===== src/rtl/core/dro_pkg.sv =====
// ----------------------------------------------------------------------------
// dro_pkg
// Shared constants, types and helpers of the dual range obstacle detector.
// ----------------------------------------------------------------------------
package dro_pkg;

  localparam int SAMPLE_WIDTH = 16;
  localparam int RAW_W        = 16;
  localparam int DIST_W       = 13;
  localparam int COUNT_W      = 8;
  localparam int CFG_IDX_W    = 2;

  localparam logic [RAW_W-1:0] SAMPLE_MASK =
    RAW_W'((33'd1 << SAMPLE_WIDTH) - 33'd1);

  // Reserved sensor codes; a window entry holding one of them is not valid.
  localparam logic [RAW_W-1:0] CODE_ZERO     = RAW_W'(0);
  localparam logic [RAW_W-1:0] CODE_TIMEOUT  = RAW_W'(20);
  localparam logic [RAW_W-1:0] CODE_OVERFLOW = RAW_W'(8190);
  localparam logic [RAW_W-1:0] CODE_EMPTY    = RAW_W'(9999);

  localparam int WIN_DEPTH = 3;

  localparam logic [DIST_W-1:0]  STOP_RESET   = DIST_W'(500);
  localparam logic [DIST_W-1:0]  RESUME_RESET = DIST_W'(540);
  localparam logic [COUNT_W-1:0] LIMIT_RESET  = COUNT_W'(5);
  localparam logic [COUNT_W-1:0] COUNT_MAX    = '1;

  typedef enum logic [CFG_IDX_W-1:0] {
    REG_STOP   = 2'd0,
    REG_RESUME = 2'd1,
    REG_LIMIT  = 2'd2
  } cfg_reg_t;

  typedef struct packed {
    logic [DIST_W-1:0]  stop_distance;
    logic [DIST_W-1:0]  resume_distance;
    logic [COUNT_W-1:0] count_limit;
  } cfg_t;

  typedef struct packed {
    logic detected;
    logic stop_event;
    logic resume_event;
  } det_status_t;

  function automatic logic reading_ok(input logic [RAW_W-1:0] v);
    reading_ok = (v != CODE_ZERO) && (v != CODE_TIMEOUT) &&
                 (v != CODE_OVERFLOW) && (v != CODE_EMPTY);
  endfunction

endpackage


===== src/rtl/core/dual_range_obstacle_detector.sv =====
// ----------------------------------------------------------------------------
// dual_range_obstacle_detector
// Median-of-three range filter per sensor plus obstacle detection hysteresis.
// ----------------------------------------------------------------------------
//
//   channel | ports                                        | beat
//   --------+----------------------------------------------+-----------------
//   in      | in_valid/in_ready, in_left_raw, in_right_raw  | one sensor poll
//   out     | out_valid/out_ready, out_left_distance, ...   | one poll result
//   cfg     | cfg_valid/cfg_ready, cfg_index, cfg_data      | one register
//
// A beat is held in the input register, is processed in a single pass of
// compare logic and lands in the output register, which raises out_valid;
// one beat per cycle is sustained while out_ready stays high. The
// output register can hold a result while the next beat sits in the input
// register; a stall on out backs up into in_ready only when both are full.
// Synchronous active-low reset fills both windows with the empty code 9999
// and clears the counter, the flag and the valid bits. Configuration writes
// are always ready.
// ----------------------------------------------------------------------------
module dual_range_obstacle_detector import dro_pkg::*; (
  input  logic                 clk,
  input  logic                 rst_n,

  input  logic                 in_valid,
  output logic                 in_ready,
  input  logic [RAW_W-1:0]     in_left_raw,
  input  logic [RAW_W-1:0]     in_right_raw,

  output logic                 out_valid,
  input  logic                 out_ready,
  output logic [RAW_W-1:0]     out_left_distance,
  output logic [RAW_W-1:0]     out_right_distance,
  output logic                 out_detected,
  output logic                 out_stop_event,
  output logic                 out_resume_event,

  input  logic                 cfg_valid,
  output logic                 cfg_ready,
  input  logic [CFG_IDX_W-1:0] cfg_index,
  input  logic [DIST_W-1:0]    cfg_data
);

  // input register
  logic             in_valid_r;
  logic [RAW_W-1:0] left_raw_r, right_raw_r;

  // output register
  logic             out_valid_r;
  logic [RAW_W-1:0] left_dist_r, right_dist_r;
  det_status_t      status_r;

  cfg_t             cfg_r;
  logic             advance;
  logic [RAW_W-1:0] left_med, right_med;
  det_status_t      status;

  // Process the held beat whenever the result register is free or draining.
  assign advance   = in_valid_r && (!out_valid_r || out_ready);
  assign in_ready  = !in_valid_r || advance;
  assign cfg_ready = 1'b1;

  always_ff @(posedge clk) begin
    if (!rst_n) begin
      in_valid_r <= 1'b0;
    end else if (in_ready) begin
      in_valid_r <= in_valid;
    end
  end

  always_ff @(posedge clk) begin
    if (in_valid && in_ready) begin
      left_raw_r  <= in_left_raw;
      right_raw_r <= in_right_raw;
    end
  end

  // Register writes; unknown indexes drop the write.
  always_ff @(posedge clk) begin
    if (!rst_n) begin
      cfg_r.stop_distance   <= STOP_RESET;
      cfg_r.resume_distance <= RESUME_RESET;
      cfg_r.count_limit     <= LIMIT_RESET;
    end else if (cfg_valid) begin
      unique case (cfg_index)
        REG_STOP:   cfg_r.stop_distance   <= cfg_data;
        REG_RESUME: cfg_r.resume_distance <= cfg_data;
        REG_LIMIT:  cfg_r.count_limit     <= cfg_data[COUNT_W-1:0];
        default: ;
      endcase
    end
  end

  dro_ring u_left (
    .clk     (clk),
    .rst_n   (rst_n),
    .advance (advance),
    .raw     (left_raw_r),
    .median  (left_med)
  );

  dro_ring u_right (
    .clk     (clk),
    .rst_n   (rst_n),
    .advance (advance),
    .raw     (right_raw_r),
    .median  (right_med)
  );

  dro_hyst u_hyst (
    .clk       (clk),
    .rst_n     (rst_n),
    .advance   (advance),
    .cfg       (cfg_r),
    .left_med  (left_med),
    .right_med (right_med),
    .status    (status)
  );

  // Hold the result until taken; load a fresh one on every advance.
  always_ff @(posedge clk) begin
    if (!rst_n) begin
      out_valid_r <= 1'b0;
    end else if (advance) begin
      out_valid_r <= 1'b1;
    end else if (out_ready) begin
      out_valid_r <= 1'b0;
    end
  end

  always_ff @(posedge clk) begin
    if (advance) begin
      left_dist_r  <= left_med;
      right_dist_r <= right_med;
      status_r     <= status;
    end
  end

  assign out_valid          = out_valid_r;
  assign out_left_distance  = left_dist_r;
  assign out_right_distance = right_dist_r;
  assign out_detected       = status_r.detected;
  assign out_stop_event     = status_r.stop_event;
  assign out_resume_event   = status_r.resume_event;

endmodule


===== src/rtl/core/dro_ring.sv =====
// ----------------------------------------------------------------------------
// dro_ring
// Three-entry sample window of one sensor with median of the updated window.
// ----------------------------------------------------------------------------
module dro_ring import dro_pkg::*; (
  input  logic             clk,
  input  logic             rst_n,
  input  logic             advance,
  input  logic [RAW_W-1:0] raw,
  output logic [RAW_W-1:0] median
);

  logic [RAW_W-1:0] win_r   [WIN_DEPTH];
  logic [RAW_W-1:0] win_nxt [WIN_DEPTH];
  logic [1:0]       slot_r, slot_nxt;
  logic [RAW_W-1:0] sample;
  logic             put;
  logic [RAW_W-1:0] lo_ab, hi_ab, lo_hc;

  assign sample = raw & SAMPLE_MASK;
  assign put    = reading_ok(sample);

  always_comb begin
    win_nxt  = win_r;
    slot_nxt = slot_r;
    if (put) begin
      case (slot_r)
        2'd1: begin
          win_nxt[1] = sample;
          slot_nxt   = 2'd2;
        end
        2'd2: begin
          win_nxt[2] = sample;
          slot_nxt   = 2'd0;
        end
        default: begin
          win_nxt[0] = sample;
          slot_nxt   = 2'd1;
        end
      endcase
    end
  end

  // median = max(min(a,b), min(max(a,b),c)) on the window after this poll
  always_comb begin
    lo_ab  = (win_nxt[0] < win_nxt[1]) ? win_nxt[0] : win_nxt[1];
    hi_ab  = (win_nxt[0] < win_nxt[1]) ? win_nxt[1] : win_nxt[0];
    lo_hc  = (hi_ab < win_nxt[2]) ? hi_ab : win_nxt[2];
    median = (lo_ab > lo_hc) ? lo_ab : lo_hc;
  end

  always_ff @(posedge clk) begin
    if (!rst_n) begin
      for (int i = 0; i < WIN_DEPTH; i++) win_r[i] <= CODE_EMPTY;
      slot_r <= 2'd0;
    end else if (advance) begin
      win_r  <= win_nxt;
      slot_r <= slot_nxt;
    end
  end

endmodule


===== src/rtl/core/dro_hyst.sv =====
// ----------------------------------------------------------------------------
// dro_hyst
// Up/down hit counter and detection flag with hysteresis.
// ----------------------------------------------------------------------------
module dro_hyst import dro_pkg::*; (
  input  logic             clk,
  input  logic             rst_n,
  input  logic             advance,
  input  cfg_t             cfg,
  input  logic [RAW_W-1:0] left_med,
  input  logic [RAW_W-1:0] right_med,
  output det_status_t      status
);

  logic [COUNT_W-1:0] count_r, count_nxt, count_step;
  logic               flag_r, flag_nxt, flag_set;
  logic               both_ok, obstacle, clear;
  logic [RAW_W-1:0]   stop_ext, resume_ext;

  assign stop_ext   = RAW_W'(cfg.stop_distance);
  assign resume_ext = RAW_W'(cfg.resume_distance);
  assign both_ok    = reading_ok(left_med) && reading_ok(right_med);
  assign obstacle   = both_ok && ((left_med < stop_ext) || (right_med < stop_ext));

  always_comb begin
    count_step = count_r;
    if (obstacle) begin
      if (count_r != COUNT_MAX) count_step = count_r + COUNT_W'(1);
    end else if (count_r != '0) begin
      count_step = count_r - COUNT_W'(1);
    end
    flag_set = !flag_r && (count_step >= cfg.count_limit);
    clear    = (flag_r || flag_set) && both_ok &&
               (left_med > resume_ext) && (right_med > resume_ext);
    flag_nxt  = (flag_r || flag_set) && !clear;
    count_nxt = clear ? '0 : count_step;
    status.detected     = flag_nxt;
    status.stop_event   = flag_set;
    status.resume_event = clear;
  end

  always_ff @(posedge clk) begin
    if (!rst_n) begin
      count_r <= '0;
      flag_r  <= 1'b0;
    end else if (advance) begin
      count_r <= count_nxt;
      flag_r  <= flag_nxt;
    end
  end

endmodule


===== config.mk =====
export PLATFORM = sky130hd
export DESIGN_NAME = dual_range_obstacle_detector
export DESIGN_NICKNAME = d
export VERILOG_FILES = /design/src/rtl/core/dro_pkg.sv /design/src/rtl/core/dual_range_obstacle_detector.sv /design/src/rtl/core/dro_ring.sv /design/src/rtl/core/dro_hyst.sv
export SDC_FILE = /design/constraint.sdc
export NUM_CORES = 1
export LEC_CHECK = 0
export BUFFER_PORTS_ARGS = -buffer_cell sky130_fd_sc_hd__clkbuf_2
export CAP_MARGIN = 20
export CORE_MARGIN = 3
export CORE_UTILIZATION = 30
export CTS_BUF_LIST = sky130_fd_sc_hd__clkbuf_4 sky130_fd_sc_hd__clkbuf_8
export CTS_CLUSTER_DIAMETER = 150
export CTS_CLUSTER_SIZE = 30
export DETAILED_ROUTE_END_ITERATION = 10
export PLACE_DENSITY_LB_ADDON = 0.08
export SETUP_SLACK_MARGIN = 0.2
export SLEW_MARGIN = 10
export SYNTH_ARGS = -nofsm -noshare
export SYNTH_HDL_FRONTEND = slang
export SYNTH_SLANG_ARGS = --single-unit

===== constraint.sdc =====
create_clock -name clk -period 15 [get_ports clk]
set_input_delay 0.75 -clock clk [delete_from_list [all_inputs] [get_ports clk]]
set_output_delay 0.75 -clock clk [all_outputs]
set_load 0.005 [all_outputs]

==> flow_summary.ini, run 1 <==
[cells_and_area]
mostFrequentLayoutCell = nand2_1
area_delta_synth_final_pct = 15.73
layout-drive-gt1-share = 0.1909
stdcell_count = 2685
final_cell_mix = nand2_1, ha_1, dfxtp_1, mux2i_1, buf_4
nets = 2189

[place]
place_inst = 2637
dp_hpwl_mm = 44.49
place_ws_ns = -0.1935
gp_congestion = 0.8878
portBuffers = 88

[synthesis]
ys_seq_area_frac = 0.3029
synth_seq_cells = 212
synth_cell_type_count = 110
async_flop_share = 0
synth-edff-count = 67
syn-cell-area_um2 = 16230
syn_inst = 1839
syn-num-nets = 2038
syn_avg_cell_area_um2 = 8.824
yosys_warnings = 0
synthFlopType = dfxtp_1

[floorplanning]
start_util = 0.3057
die_y_um = 238.6
num_io_pins = 90
core_area_um2 = 53080
rows = 84
die_area_um2 = 56920
die_w_um = 238.6

[drt]
drt_iter0_drc = 1219
drt-vias-per-instance = 5.439
drt_pass1_iterations = 7
wire_per_inst_um = 21.15
drc_errors = 0
routed_wirelength_mm = 56.80
drtAntennaViolNets = 0
vias = 14605

[cts]
clkLatencyLatePin_ns = 0.61
clock-sinks = 212
cts_made_buffers = 12
root_buffer = clkbuf_8
path_clk_slew_ns = 0.18
h-tree-depth = 1
cts.path.max_buffers = 3
ctsHoldBuffers = 0
cts_tree = done

[pwr]
p_leak_nw = 8.507
p_int_w = 0.002019
switching_share = 0.4869
total_power_w = 0.003935
clock_power_share = 0.085
pwr-share-seq = 0.195
ir_drop_mv = 0.1271
p_switching_w = 0.001916
power_density_nw_per_um2 = 209.6
pwr-share-comb = 0.721

[grt]
grt_pass1_wl_mm = 86.53
grt-ovfl-total = 0
use_met1 = 0.2949
grt_util_met3 = 0.02088
top_usage_layer = met2
antenna_found_initial = 1
grt_pass1_vias = 14059
grt_max_degree = 81
grtUsageTotal = 0.1952
met2_usage = 0.2988

[worst_setup_path]
cp.arrival_ns = 14.50
critical_path_class = flop to flop
cp_max_fo = 13
crit_path_end_kind = flop
cp_slowest_cell = or4_1
path_common_cell = a21oi_1
cp.required_ns = 15.50
slowest_delay_ns = 0.66
crit_path_start_kind = flop

[outcome]
status = finished clean

[timing]
slew_violations = 0
max_freq_mhz = 71.41
post-route-period-util = 0.9336
grt_setup_unrepaired = no
clock_skew_ns = 0.06451
fin_ws_ns = 0.9961
worst_slew_pin_slew_ns = 0.9558
setup-violations-final = 0
slew_headroom = 0.3628
period_needed_ns = 14.00
hold_viol = 0

[flow_run]
cap_violations = 0

[worst_hold_path]
hold_class = input pin to flop
power by group through the flow:
stage                     registers (W)  clock network, W  logic (W)
after floorplan                0.000758                 0    0.00183
after global placement         0.000779                 0    0.00262
after detailed placement       0.000779                 0    0.00264
after CTS                      0.000766          0.000353    0.00268
after global routing           0.000775          0.000369    0.00314
final                          0.000766          0.000334    0.00284
Yosys cell counts, drive strengths merged (10+ instances only):
cell type / number / area, um^2
nand2: 238 / 918.4
mux2i: 153 / 1535
ha: 147 / 1839
dfxtp: 145 / 2903
inv: 109 / 409.1
a21oi: 96 / 488.0
nor2: 93 / 366.6
o21ai: 88 / 455.4
o211ai: 86 / 665.6
edfxtp: 67 / 2012
clkbuf: 63 / 237.7
o211a: 58 / 595.6
nand4: 35 / 225.2
nor2b: 31 / 196.4
nand3: 30 / 150.1
a21o: 29 / 217.7
buf: 29 / 195.2
nor3: 29 / 150.1
a21boi: 21 / 161.4
a211oi: 20 / 190.2
mux2: 20 / 236.5
and2: 19 / 118.9
and3: 19 / 118.9
nor4: 19 / 152.7
nand2b: 16 / 107.6
a31oi: 15 / 115.1
or3: 11 / 68.82
a221oi: 10 / 100.1
and4: 10 / 90.09
o21a: 10 / 82.57
flip-flops by register name, summed over array words and instances, names as in the netlist:
name and cells:
u_left.win_r 48, u_right.win_r 48, cfg_r 34, left_raw_r 16, out_left_distance 16, out_right_distance 16, right_raw_r 16, u_hyst.count_r 8
u_left.slot_r 2, u_right.slot_r 2, in_valid_r 1, out_detected 1, out_resume_event 1, out_stop_event 1, out_valid 1, u_hyst.flag_r 1
worst paths after layout:
kind / cells past startpoint / start / slack [ns] / endpoint
max: 67 / right_raw_r[5] / 1.0 / u_hyst.count_r[1]
min: 1 / in_right_raw[8] / 0.30 / right_raw_r[8]
max reg2reg: 67 / right_raw_r[5] / 1.0 / u_hyst.count_r[1]
min reg2reg: 2 / cfg_r[20] / 0.49 / cfg_r[20]
worst max-delay path, delay by kind of cell, from the launching register on:
family	cells	cell delay, ns
fa+ha+maj	5	1.42
xor+xnor	1	0.14
compound gates	27	5.28
flops	1	0.50
buf+inv	9	1.39
mux	2	0.56
simple gates	23	4.63
routing by layer:
| layer | up-vias | part of all wire |
|---|---|---|
| met5 | - | 0 |
| met4 | 0 | 0.023 |
| met3 | 64 | 0.039 |
| met2 | 352 | 0.43 |
| met1 | 7013 | 0.51 |
| li1 | 7176 | - |
cell type report:
cell class / instances / area [um^2]
Timing Repair Buffer: 229 / 1518
Sequential cell: 212 / 4915
Multi-Input combinational cell: 1425 / 10770
Tap cell: 688 / 860.8
Fill cell: 5447 / 34300
Inverter: 110 / 415.4
Antenna cell: 1 / 2.502
Clock buffer: 15 / 187.7
Clock inverter: 5 / 107.6
cell families after synthesis:
family	share of synthesized area
adders and majority gates	0.1133
other	0.0002311
muxes	0.1092
and+or+nand+nor	0.1786
DFF	0.3029
buffers and inverters	0.05212
xor gates and xnor gates	0.007017
AOI/OAI and AO/OA	0.2366
metrics by stage:
stage	util	setup TNS [ns]	hold slack, ns	instance area, um^2
finish	0.3538	0	0.3028	18780
detailed placement	0.3389	-0.6548	0.4610	17990
global placement	0.3389	-0.4105	0.4553	17990
global route	0.3538	0	0.2433	18780
CTS	0.3464	0	0.2406	18380
floorplan	-	0	0.4435	16230
timing repair:
action,in CTS,in global routing
buffers inserted,2,25
resized for setup,20,58
endpoints found under the setup margin,11,12
pin swaps,1,11
Power figures use the tool's default switching activity.
==> run 2: changes to the inputs <==
CORE_UTILIZATION = 50   (was 30)
clock period = 13.8 ns   (was 15 ns; I/O delays follow)
==> run 2 against run 1 <==
Fmax rose by 7.4%. Critical path depth fell by 3. First-iteration DRC count fell by 15%. Count of clock-buffer cells in the layout did not move. Largest cell class unchanged.
==> flow_summary.ini, run 2 (same netlist as run 1, synthesis figures left out) <==
[pwr]
power_density_nw_per_um2 = 232.8
ir_drop_mv = 0.1706
p_leak_nw = 8.732

[cells_and_area]
final_cell_mix = nand2_1, buf_4, ha_1, dfxtp_1, mux2i_1
antennaDiodeCount = 0
final.fill_count = 2837
nets = 2231
top_regs = u_left.win_r: 48 flops, u_right.win_r: 48 flops, cfg_r: 34 flops
stdcell_count = 2471
mostFrequentLayoutCell = nand2_1
area_delta_synth_final_pct = 17.06
layout-drive-gt1-share = 0.2245

[outcome]
status = finished clean

[timing]
setup-violations-final = 0
hold_viol = 0
slew_violations = 0
slew_headroom = 0.2950
period_needed_ns = 13.04
max_freq_mhz = 76.68
clock_skew_ns = 0.04523
worst_slew_pin_slew_ns = 1.058
setup-tns-final_ns = 0
post-route-period-util = 0.9450
grt_setup_unrepaired = no

[worst_setup_path]
cp.required_ns = 14.32
slowest_delay_ns = 0.56
r2r_slack_ns = 0.76
reg2regPathDepth = 64
cp_max_fo = 7
reg2reg_to = u_hyst.count_r[1]
crit_start = left_raw_r[12]
critPathCapture = u_hyst.count_r[1]
r2r_start = left_raw_r[12]
crit_path_end_kind = flop
crit_path_start_kind = flop
critical_path_class = flop to flop
cp.arrival_ns = 13.56
cp_slowest_cell = or4_4

[drt]
drt_pass1_iterations = 6
drt-vias-per-instance = 6.081
drt_iter0_drc = 1035
routed_wirelength_mm = 51.01
drc_errors = 0
wire_per_inst_um = 20.65
vias = 15026
drtAntennaViolNets = 0

[place]
gp_congestion = 0.9775
place_inst = 2415
portBuffers = 88
dp_hpwl_mm = 39.35

[grt]
grtUsageTotal = 0.2816
grt_max_degree = 98
grt_pass1_vias = 13622
grt_pass1_wl_mm = 77.08
antenna_found_initial = 0
grt-ovfl-total = 0

[floorplanning]
num_io_pins = 90
die_area_um2 = 34650
die_y_um = 186.2
core_area_um2 = 31800
die_w_um = 186.2
start_util = 0.5103
rows = 65

[cts]
cts_tree = done
clock-sinks = 212
cts.path.max_buffers = 3
path_clk_slew_ns = 0.21
root_buffer = clkbuf_8
h-tree-depth = 1
cts_made_buffers = 11
clkLatencyLatePin_ns = 0.57

[flow_run]
cap_violations = 0

[worst_hold_path]
hold_class = input pin to flop
-- run 2: area by class of cell --
class                      count  area [um^2]  share of cell area
tap                          435        544.3             0.02865
clock buffer                  15        181.4            0.009551
multi-input combinational   1428        11030              0.5805
inverter                     110        415.4             0.02187
sequential                   212         4915              0.2587
timing repair buffer         269         1879             0.09894
clock inverter                 2        32.53            0.001713
-- run 2: report_power, final --
group / leakage, nW / switching, W / total (W) / internal [W]
clock: 0.112 / 0.000213 / 0.000304 / 0.0000915
combinational: 6.79 / 0.00183 / 0.00329 / 0.00147
sequential: 1.83 / 0.0000498 / 0.000826 / 0.000776
-- run 2: worst max-delay path: cells and delay by family (launching register included) --
family | cells | cell delay [ns]
xor+xnor | 1 | 0.13
compound gates | 34 | 6.51
simple gates | 17 | 3.14
mux | 3 | 0.87
flops | 1 | 0.42
fa+ha+maj | 5 | 1.51
buf+inv | 4 | 0.42
-- run 2: routing by layer --
metal	GRT usage	vias to the layer above	part of all wire	wire, um
met5	0	-	0	0
met4	0.06911	0	0.024	1246
met3	0.02606	70	0.058	2957
met2	0.4472	496	0.44	22520
met1	0.4149	7194	0.48	24290
li1	-	7266	-	-
-- run 2: worst min path at each step --
stage / from / endpoint / slack [ns] / cells past startpoint
2_1_floorplan: cfg_r[20] / cfg_r[20] / 0.44 / 2
3_3_place_gp: cfg_r[14] / cfg_r[14] / 0.45 / 2
3_5_place_dp: cfg_r[20] / cfg_r[20] / 0.47 / 2
4_1_cts: in_right_raw[12] / right_raw_r[12] / 0.27 / 1
5_1_grt: in_left_raw[12] / left_raw_r[12] / 0.28 / 1
6_report: in_right_raw[12] / right_raw_r[12] / 0.30 / 1
-- run 2: repair_timing --
action                                  CTS  global route
pin swaps                                 2            26
endpoints found under the setup margin   11            12
cloned                                    0             4
setup buffers                             3            31
resized for setup                        21           103
hold buffers                              0             0
-- run 2: stage by stage --
step                      cell area [um^2]  utilization  setup slack [ns]  power (W)  hold WS [ns]
final                                18990       0.5973            0.7591   0.004422        0.3030
after global routing                 18990       0.5973           0.08395   0.004754        0.2783
after floorplan                      16280            -            0.2192   0.002830        0.4435
after global placement               17970       0.5650          -0.06798   0.003682        0.4542
after CTS                            18260       0.5743            0.2010   0.004069        0.2704
after detailed placement             17970       0.5650           -0.2224   0.003717        0.4657
==> run 3: changes to the inputs <==
CAP_MARGIN = default   (was 20)
CELL_PAD_IN_SITES_DETAIL_PLACEMENT = 0   (was default)
CELL_PAD_IN_SITES_GLOBAL_PLACEMENT = 1   (was default)
==> run 3 against run 2 <==
Clock skew is 0.026 ns higher. Critical path depth is 1 higher. Count of clock-buffer cells in the layout stayed put. Sequential share of layout area is 0.65 points lower. Largest power group unchanged. Largest cell class unchanged. Highest routed layer unchanged. Fmax is 1.0% lower. Power is 3.4% higher. Critical endpoint unchanged. Hold slack worse by 0.044 ns. Cell area is 2.6% higher. Register-to-register slack worse by 0.13 ns.
==> flow_summary.ini, run 3 (same netlist as run 1, synthesis figures left out) <==
[cts]
cts_made_buffers = 12
clock-sinks = 212
root_buffer = clkbuf_8
clkLatencyLatePin_ns = 0.59
cts.path.max_buffers = 3
cts_tree = done
h-tree-depth = 1
path_clk_slew_ns = 0.19

[worst_setup_path]
crit_start = left_raw_r[12]
cp_max_fo = 8
r2r_slack_ns = 0.62
crit_path_end_kind = flop
r2r_start = left_raw_r[12]
reg2reg_to = u_hyst.count_r[1]
critPathCapture = u_hyst.count_r[1]
crit_path_start_kind = flop
cp.arrival_ns = 13.69
reg2regPathDepth = 65
cp.required_ns = 14.32
critical_path_class = flop to flop
cp_slowest_cell = or4_4
slowest_delay_ns = 0.55

[cells_and_area]
final.fill_count = 2819
final_cell_mix = nand2_1, buf_4, dfxtp_1, ha_1, mux2i_1
layout-drive-gt1-share = 0.2426
top_regs = u_left.win_r: 48 flops, u_right.win_r: 48 flops, cfg_r: 34 flops
nets = 2250
mostFrequentLayoutCell = nand2_1
antennaDiodeCount = 0
fin_util = 0.6128
area_delta_synth_final_pct = 20.09
final_area_um2 = 19490

[timing]
holdWs_ns = 0.2593
worst_slew_pin_slew_ns = 1.199
max_freq_mhz = 75.90
hold_viol = 0
slew_violations = 0
post-route-period-util = 0.9547
slew_headroom = 0.1969
clock_skew_ns = 0.07151
grt_setup_unrepaired = no
period_needed_ns = 13.18
setup-violations-final = 0

[flow_run]
cap_violations = 0

[drt]
drt-vias-per-instance = 6.081
drt_iter0_drc = 1225
routed_wirelength_mm = 52.88
wire_per_inst_um = 21.22
drc_errors = 0
drtAntennaViolNets = 0
drt_pass1_iterations = 5
vias = 15155

[floorplanning]
num_io_pins = 90
start_util = 0.5103
core_area_um2 = 31800
rows = 65
die_y_um = 186.2
die_area_um2 = 34650
die_w_um = 186.2

[grt]
grt-ovfl-total = 0
grt_max_degree = 103
antenna_found_initial = 0
grtUsageTotal = 0.2905
grt_pass1_vias = 14003
grt_pass1_wl_mm = 79.18

[worst_hold_path]
hold_class = input pin to flop

[place]
place_area_um2 = 18030
gp_congestion = 0.9716
portBuffers = 88
dp_hpwl_mm = 40.36

[pwr]
power_density_nw_per_um2 = 234.6
ir_drop_mv = 0.1815
p_leak_nw = 8.911

[outcome]
status = finished clean
==> run 3: timing repair <==
item,CTS,global route
setup endpoints to repair,12,12
pin swaps,2,42
gates resized for setup,16,149
setup buffers,4,39
hold buffers,0,0
gates cloned,1,5
==> run 3: worst max-delay path, delay by kind of cell, from the launching register on <==
family	cells	cell delay, ns
buffers and inverters	5	0.66
muxes	3	0.97
and+or+nand+nor	22	3.72
DFF	1	0.42
xor gates and xnor gates	1	0.13
adders and majority gates	5	1.33
AOI/OAI and AO/OA	29	5.85
==> run 3: how the worst min path moves through the flow <==
stage / startpoint / endpoint / slack (ns) / cells after the start
3_5_place_dp: cfg_r[20] / cfg_r[20] / 0.46 / 2
3_3_place_gp: cfg_r[18] / cfg_r[18] / 0.45 / 2
4_1_cts: in_left_raw[3] / left_raw_r[3] / 0.22 / 1
5_1_grt: in_right_raw[10] / right_raw_r[10] / 0.23 / 1
6_report: in_left_raw[3] / left_raw_r[3] / 0.26 / 1
2_1_floorplan: cfg_r[20] / cfg_r[20] / 0.44 / 2
==> run 3: cell type report <==
type                    count  area (um^2)  area share
well taps                 435        544.3     0.02793
flip-flops and latches    212         4915      0.2522
clock inverters             5        72.57    0.003724
inverters                 110        415.4     0.02132
repair buffers            288         2132      0.1094
clock buffers              15        193.9    0.009952
multi-input cells        1427        11210      0.5754
==> run 3: power by group <==
| part | switching [W] | internal [W] |
|---|---|---|
| clock | 0.000231 | 0.000105 |
| sequential | 0.0000508 | 0.000776 |
| combinational | 0.00188 | 0.00153 |
| total | 0.00216 | 0.00241 |
==> run 3: per-layer routing <==
metal | vias up | routed length (um) | global-route usage
met5 | - | 0 | 0
li1 | 7277 | - | -
met3 | 80 | 3260 | 0.02995
met2 | 511 | 23260 | 0.4529
met1 | 7287 | 24950 | 0.4329
met4 | 0 | 1409 | 0.07149
==> run 3: through the flow <==
step | setup TNS [ns] | power [W] | setup WS, ns | instances
final | 0 | 0.004571 | 0.6245 | 2492
after global routing | 0 | 0.004909 | 0.06986 | 2492
after CTS | 0 | 0.004142 | 0.2092 | 2448
after detailed placement | -3.817 | 0.003752 | -0.4663 | 2423
after global placement | -0.6228 | 0.003720 | -0.1705 | 2423
after floorplan | 0 | 0.002830 | 0.2192 | 1839
